**src/rtl/core/gbfs_ram.sv**
```systemverilog
// ---------------------------------------------------------------------------
// gbfs_ram
// Simple dual port RAM, one write and one registered read per cycle.
// ---------------------------------------------------------------------------
module gbfs_ram #(
  parameter int WIDTH  = 8,
  parameter int DEPTH  = 64,
  parameter int ADDR_W = $clog2(DEPTH)
) (
  input  logic              clk,
  input  logic              we,
  input  logic [ADDR_W-1:0] waddr,
  input  logic [WIDTH-1:0]  wdata,
  input  logic [ADDR_W-1:0] raddr,
  output logic [WIDTH-1:0]  rdata
);

  logic [WIDTH-1:0] mem [DEPTH];

  always_ff @(posedge clk) begin
    if (we) begin
      mem[waddr] <= wdata;
    end
    rdata <= mem[raddr];
  end

endmodule

```
**config.mk**
```make
export PLATFORM = sky130hd
export DESIGN_NAME = gbfs_ram
export DESIGN_NICKNAME = d
export VERILOG_FILES = /design/src/rtl/core/gbfs_ram.sv
export SDC_FILE = /design/constraint.sdc
export NUM_CORES = 1
export LEC_CHECK = 0
export BUFFER_PORTS_ARGS = -buffer_cell sky130_fd_sc_hd__clkbuf_2
export CAP_MARGIN = 20
export CELL_PAD_IN_SITES_DETAIL_PLACEMENT = 1
export CELL_PAD_IN_SITES_GLOBAL_PLACEMENT = 1
export CORE_UTILIZATION = 28
export DETAILED_ROUTE_END_ITERATION = 10
export PLACE_DENSITY_LB_ADDON = 0.3
export SYNTH_ARGS = -nofsm -noshare
export SYNTH_HDL_FRONTEND = slang
export SYNTH_SLANG_ARGS = --single-unit
export TNS_END_PERCENT = 100
```
**constraint.sdc**
```tcl
create_clock -name clk -period 2.2 [get_ports clk]
set_input_delay 0.11 -clock clk [delete_from_list [all_inputs] [get_ports clk]]
set_output_delay 0.11 -clock clk [all_outputs]
set_load 0.01 [all_outputs]
```
# Word-level counts from Yosys, hierarchy flattened
# Memory sizes are Yosys's and may differ from the RTL's. A register that Yosys moved wholly into a read port is not among the register bits.
# Index checks and enable logic that the tools add are counted.
dict set report totals {
  register_bits 0
  mem_bits_rw 512
  elab_cells 3
  n_memories 1
}
dict set report classes {
  muxes 2
}
# name words word_bits rd rd_clocked_by_memory_dff write_ports line
set mem_list {}
lappend mem_list {mem 64 8 1 1 1 18} ;# logic [WIDTH-1:0] mem [DEPTH];
# op count
set op_table {}
lappend op_table {{$mux 1} 2}

# Longest topological paths before layout
# Gate-level depths: netlist (run 1).
dict set report logic_depth {
  depth_word 2
  depth_mapped 9
  mapped_depth_nobuf 5
}

# Worst setup path after synthesis (run 1)
# Ideal clock, no wire load.
dict set report synth_path {
  kind {input to register}
  startpoint {input port raddr[1]}
  endpoint {register rdata[3], read port of mem}
  setup_ns 0.128
  t_arrival_ns 1.650
  required_ns 2.072
  path_slack_ns 0.422
  stages 7
  path_buffers 3
  path_cell_list {buf_4 -> buf_2 -> buf_2 -> mux4_2 -> mux4_2 -> o21ai_1 -> o41ai_1}
}
# element line
set synth_rtl {}
lappend synth_rtl {{start: declaration} 14} ;# input logic [ADDR_W-1:0] raddr,
lappend synth_rtl {{end: declaration} 15} ;# output logic [WIDTH-1:0] rdata

==> flow_summary.toml, run 1 <==
[status]
status = "finished, final reports clean"

[placement]
place_hpwl_um = 33800
gp_congestion = 0.763
place_area_sq_mm = 0.0225
port_buffers = 29

[pwr]
p_leak_uw = 0.00769
power_density_mw_per_mm2 = 853
peakVddDrop_uv = 599

[die]
die_area_sq_mm = 0.0731
start_util = 0.283
ioPinCount = 30
die_w_um = 270
rows = 98
core_area_sq_mm = 0.0714
die_h_um = 270

[route]
antenna_left = 0
first_pass_iters = 4
wl_per_cell_um = 24.3
vias_per_cell = 4.68
wl_met3_um = 2200
drt-initial-drc-count = 671
top_layer = "met5"
route.met2.wl_um = 24600
drc_errors = 0
route.vias.total = 9910
wl_met1_um = 23100
wirelength_um = 51400

[final_layout]
fillers = 7115
multi_input_area_sq_mm = 0.00432
regArea_sq_mm = 0.0155
diodes = 0
area_delta_synth_final_pct = 19.6
layout_commonest_cell = "edfxtp_1"
drive_above_1_share = 0.343
final_cell_area_sq_mm = 0.0241
final_cell_mix = "edfxtp_1 (512), buf_4 (150), mux4_2 (126), nor2_1 (83), clkbuf_16 (52)"
nets = 1153

[timing]
hold_viol_final = 0
setup_viol = 0
timing.hold.ws_ns = 0.0255
fin_worst_skew_ns = 0.0356
tns_ns = 0
rsz0062_at_grt = "no"
slew_viol_final = 0
min_period_ns = 2.05
fmax_ghz = 0.487
tightest_slew_ns = 0.810
slew_headroom = 0.460
period_share = 0.933

[clocking]
hold_buffers = 0
cts_tree = "done"
cts_buffers = 52
clk_latency_ns = 0.61
path_clk_slew_ns = 0.06
cts_setup_buffers = 0
clockRootBuffer = "clkbuf_16"
clock-sinks = 520
clock_path_buffers = 3
post_cts_resize_count = 0
htreeDepth = 2

[job]
cap_violations = 0

[logic_synthesis]
yosysWarningCount = 0
syn-instance-count = 940
synth_area_sq_mm = 0.0202
async_reset_ff_frac = 0
syn_nets = 962
syn_area_per_cell_sq_um = 21.5
ys_types = 40
ys_seq_elements = 520
synth_ff_type = "edfxtp_1"
ys_seq_area_frac = 0.770
synth_edf_count = 512

[setup_path]
required_ns = 2.64
start_kind = "flop"
end_kind = "flop"
crit_type = "flop to flop"
worstPathArrival_ns = 2.49
critPathMaxFanout = 1

[global_routing]
grt_pass1_wl_um = 74700
grtUsageTotal = 0.141
grt_max_degree = 65
gr-total-overflow = 0
grt_pass1_vias = 10500
grt_antenna_before_repair = 1

[min_path]
hold_class = "input port to flop"
==> sequential cells by signal, indices dropped and copies added (netlist names) <==
| signal | flops |
|---|---|
| mem | 512 |
| rdata | 8 |
==> kinds of logic (layout without fill, tap and decap cells) <==
| kind of cell | after synthesis | after routing | synth area share |
|---|---|---|---|
| flops | 520 | 520 | 0.770 |
| mux | 162 | 162 | 0.159 |
| simple gates | 153 | 153 | 0.0339 |
| compound gates | 54 | 54 | 0.0207 |
| buf+inv | 51 | 280 | 0.0157 |
==> layout make-up <==
class                   count  share of cell area
flip-flops and latches    520               0.644
repair buffers            188              0.0618
well taps                 950              0.0493
multi-input cells         369               0.179
clock inverters            34              0.0108
clock buffers              58              0.0549
==> synth_stat cells, drive strengths merged, types with 8 or more instances <==
library cell / count / area (sq um)
nand2: 19 / 71.3
buf: 34 / 253
nand3: 13 / 65.1
mux4: 126 / 2840
o221ai: 8 / 70.1
nor2b: 14 / 87.6
mux2: 13 / 146
o22ai: 8 / 50.1
edfxtp: 512 / 15400
nor2: 83 / 312
clkbuf: 17 / 63.8
dfxtp: 8 / 160
mux2i: 23 / 230
==> worst paths after layout <==
path | depth (start not counted) | start | end | slack [ns]
worst min register to register | 3 | mem[26][4] | rdata[4] | 0.81
worst max-delay path | 5 | mem[3][5] | rdata[5] | 0.15
worst max register to register | 5 | mem[3][5] | rdata[5] | 0.15
worst min-delay path | 2 | wdata[1] | mem[19][1] | 0.03
==> metrics by stage <==
step                      worst slack [ns]  utilization  power, uW  std cells
after floorplan                      0.422            -      11800        940
after global placement             -0.0333        0.316      12400       2027
after detailed placement           -0.0700        0.316      12400       2027
after CTS                            0.178        0.338      20800       2119
after global routing                0.0725        0.338      21200       2119
final                                0.147        0.338      20600       2119
==> worst max-delay path, cell delays in order, from the launching register on <==
cell and delay [ns]:
edfxtp_1 0.35, mux4_2 0.50, nor2b_1 0.17, a2111oi_0 0.60, buf_4 0.21, o41ai_1 0.07
==> power breakdown <==
| part | internal, uW | switching, uW | total [uW] |
|---|---|---|---|
| Combinational | 487 | 692 | 1180 |
| Clock | 4670 | 3720 | 8390 |
| Sequential | 11000 | 40.0 | 11000 |
==> metal layers <==
metal / vias to the layer above / track usage
li1: 4310 / -
met1: 5280 / 0.194
met2: 225 / 0.230
met3: 93 / 0.0200
met4: 2 / 0.0491
met5: - / 0
No activity file was read; power rests on OpenSTA's default activity.
==> inputs of run 2 (changes only) <==
--- a/config.mk
+++ b/config.mk
@@ -11,7 +11,7 @@
 export CELL_PAD_IN_SITES_GLOBAL_PLACEMENT = 1
 export CORE_UTILIZATION = 28
 export DETAILED_ROUTE_END_ITERATION = 10
-export PLACE_DENSITY_LB_ADDON = 0.3
+export PLACE_DENSITY_LB_ADDON = 0.1
 export SYNTH_ARGS = -nofsm -noshare
 export SYNTH_HDL_FRONTEND = slang
 export SYNTH_SLANG_ARGS = --single-unit
==> run 2 against run 1 <==
Sequential share of layout area decreased by 0.40 points. Core utilization is 0.21 points higher. Hold slack better by 0.037 ns. Non-clock buffer count down 7. Clock power up 5.7%. Largest cell class unchanged. Wire length is 7.6% higher. Critical path depth up 1. Fmax shrank 2.9%. First-iteration DRC count shrank 1.9%.
==> flow_summary.toml, run 2 (synthesis gave the netlist of run 1 again) <==
[status]
status = "finished, final reports clean"

[timing]
setup_ws_ns = 0.0847
tightest_slew_ns = 0.835
fmax_ghz = 0.473
setup_viol = 0
period_share = 0.961
hold_viol_final = 0
rsz0062_at_grt = "no"
timing.hold.ws_ns = 0.0624
slew_viol_final = 0
min_period_ns = 2.12
slew_headroom = 0.443
fin_worst_skew_ns = 0.0142

[route]
drc_errors = 0
wl_met3_um = 1810
wirelength_um = 55300
wl_per_cell_um = 26.0
route.vias.total = 9866
wl_met1_um = 25800
drt-initial-drc-count = 658
first_pass_iters = 4
top_layer = "met4"
antenna_left = 0
route.met2.wl_um = 26700
vias_per_cell = 4.64

[setup_path]
worstRegToRegCells = 6
start_kind = "flop"
required_ns = 2.67
r2r_end = "rdata[6]"
end_kind = "flop"
crit_path_start = "mem[29][6]"
r2r_setup_slack_ns = 0.08
worstPathArrival_ns = 2.59
crit_type = "flop to flop"
reg2reg_from = "mem[29][6]"
cp-endpoint = "rdata[6]"
critPathMaxFanout = 1

[global_routing]
grt_pass1_vias = 10700
grt_pass1_wl_um = 80300
grt_antenna_before_repair = 1
grt_max_degree = 65
grtUsageTotal = 0.154
gr-total-overflow = 0

[pwr]
peakVddDrop_uv = 525
intPower_uw = 16500
power_density_mw_per_mm2 = 869
pwr-share-seq = 0.522
power_switching_share = 0.219
combPwrFrac = 0.057
clkPwrFrac = 0.421
p_switching_uw = 4610
p_leak_uw = 0.00775

[clocking]
cts_tree = "done"
cts_buffers = 58
clockRootBuffer = "clkbuf_16"
clk_latency_ns = 0.61
htreeDepth = 2
clock-sinks = 520
path_clk_slew_ns = 0.06
clock_path_buffers = 3

[placement]
place_hpwl_um = 36100
gp_congestion = 0.730
place_area_sq_mm = 0.0225
port_buffers = 29
pre_cts_ws_ns = -0.216

[final_layout]
final_cell_area_sq_mm = 0.0243
area_delta_synth_final_pct = 20.3
largest_reg_flops = 512
diodes = 0
final_cell_mix = "edfxtp_1 (512), buf_4 (135), mux4_2 (126), nor2_1 (83), clkbuf_16 (59)"
drive_above_1_share = 0.334
regMostFlops = "mem"
reg_top3 = "mem x512, rdata x8"
layout_commonest_cell = "edfxtp_1"
nets = 1152

[die]
ioPinCount = 30
die_area_sq_mm = 0.0731
start_util = 0.283
core_area_sq_mm = 0.0714
die_w_um = 270
die_h_um = 270
rows = 98

[min_path]
hold_class = "input port to flop"

[job]
cap_violations = 0
==> run 2: cell types whose count changed in the layout (fill, tap and decap cells not counted), sizes merged <==
cell / previous run / this run
clkinvlp: 6 / 3
dlygate4sd3: 0 / 2
clkbuf: 85 / 105
buf: 161 / 153
bufinv: 3 / 1
clkinv: 24 / 21
==> run 2: stage by stage <==
stage	TNS [ns]	util	instances	power, uW
after floorplan	0	-	940	11800
after global placement	-0.349	0.316	2018	12400
after detailed placement	-0.389	0.316	2018	12500
after CTS	0	0.340	2125	21400
after global routing	0	0.340	2125	21800
final	0	0.340	2125	21100
==> run 2: how the worst min path moves through the flow <==
stage	end	start	cells after the start
2_1_floorplan	mem[0][0]	wdata[0]	0
4_1_cts	rdata[1]	raddr[5]	3
3_5_place_dp	rdata[0]	rdata[0]	1
5_1_grt	rdata[1]	raddr[5]	3
3_3_place_gp	rdata[0]	rdata[0]	1
6_report	rdata[1]	raddr[5]	3
==> run 2: final cells by class <==
| type | count | area (sq um) |
|---|---|---|
| Fill cell | 7091 | 47100 |
| Timing Repair Buffer | 181 | 1520 |
| Multi-Input combinational cell | 369 | 4320 |
| Clock buffer | 79 | 1550 |
| Tap cell | 950 | 1190 |
| Sequential cell | 520 | 15500 |
| Clock inverter | 26 | 150 |
==> run 2: critical path: stages, from the launching register on <==
cell      delay (ns)
edfxtp_1        0.35
mux4_2          0.46
mux2_2          0.28
o221a_2         0.28
nor3_1          0.36
buf_4           0.18
o32ai_1         0.08
==> run 2: repair_timing <==
item,CTS,global route
setup buffers,0,0
gates resized for setup,1,0
hold endpoints to repair,29,0
endpoints found under the setup margin,1,0
hold buffers,2,0
==> run 2: metal layers <==
metal | track usage | vias up
li1 | - | 4322
met5 | 0 | -
met3 | 0.0236 | 62
met4 | 0.0385 | 0
met1 | 0.213 | 5332
met2 | 0.252 | 150
==> run 2: power by group through the flow <==
stage	registers (uW)	logic (uW)	clock network (uW)
after floorplan	11200	584	0
after global placement	11200	1230	0
after detailed placement	11200	1240	0
after CTS	11000	1250	9150
after global routing	11000	1300	9490
final	11000	1200	8870
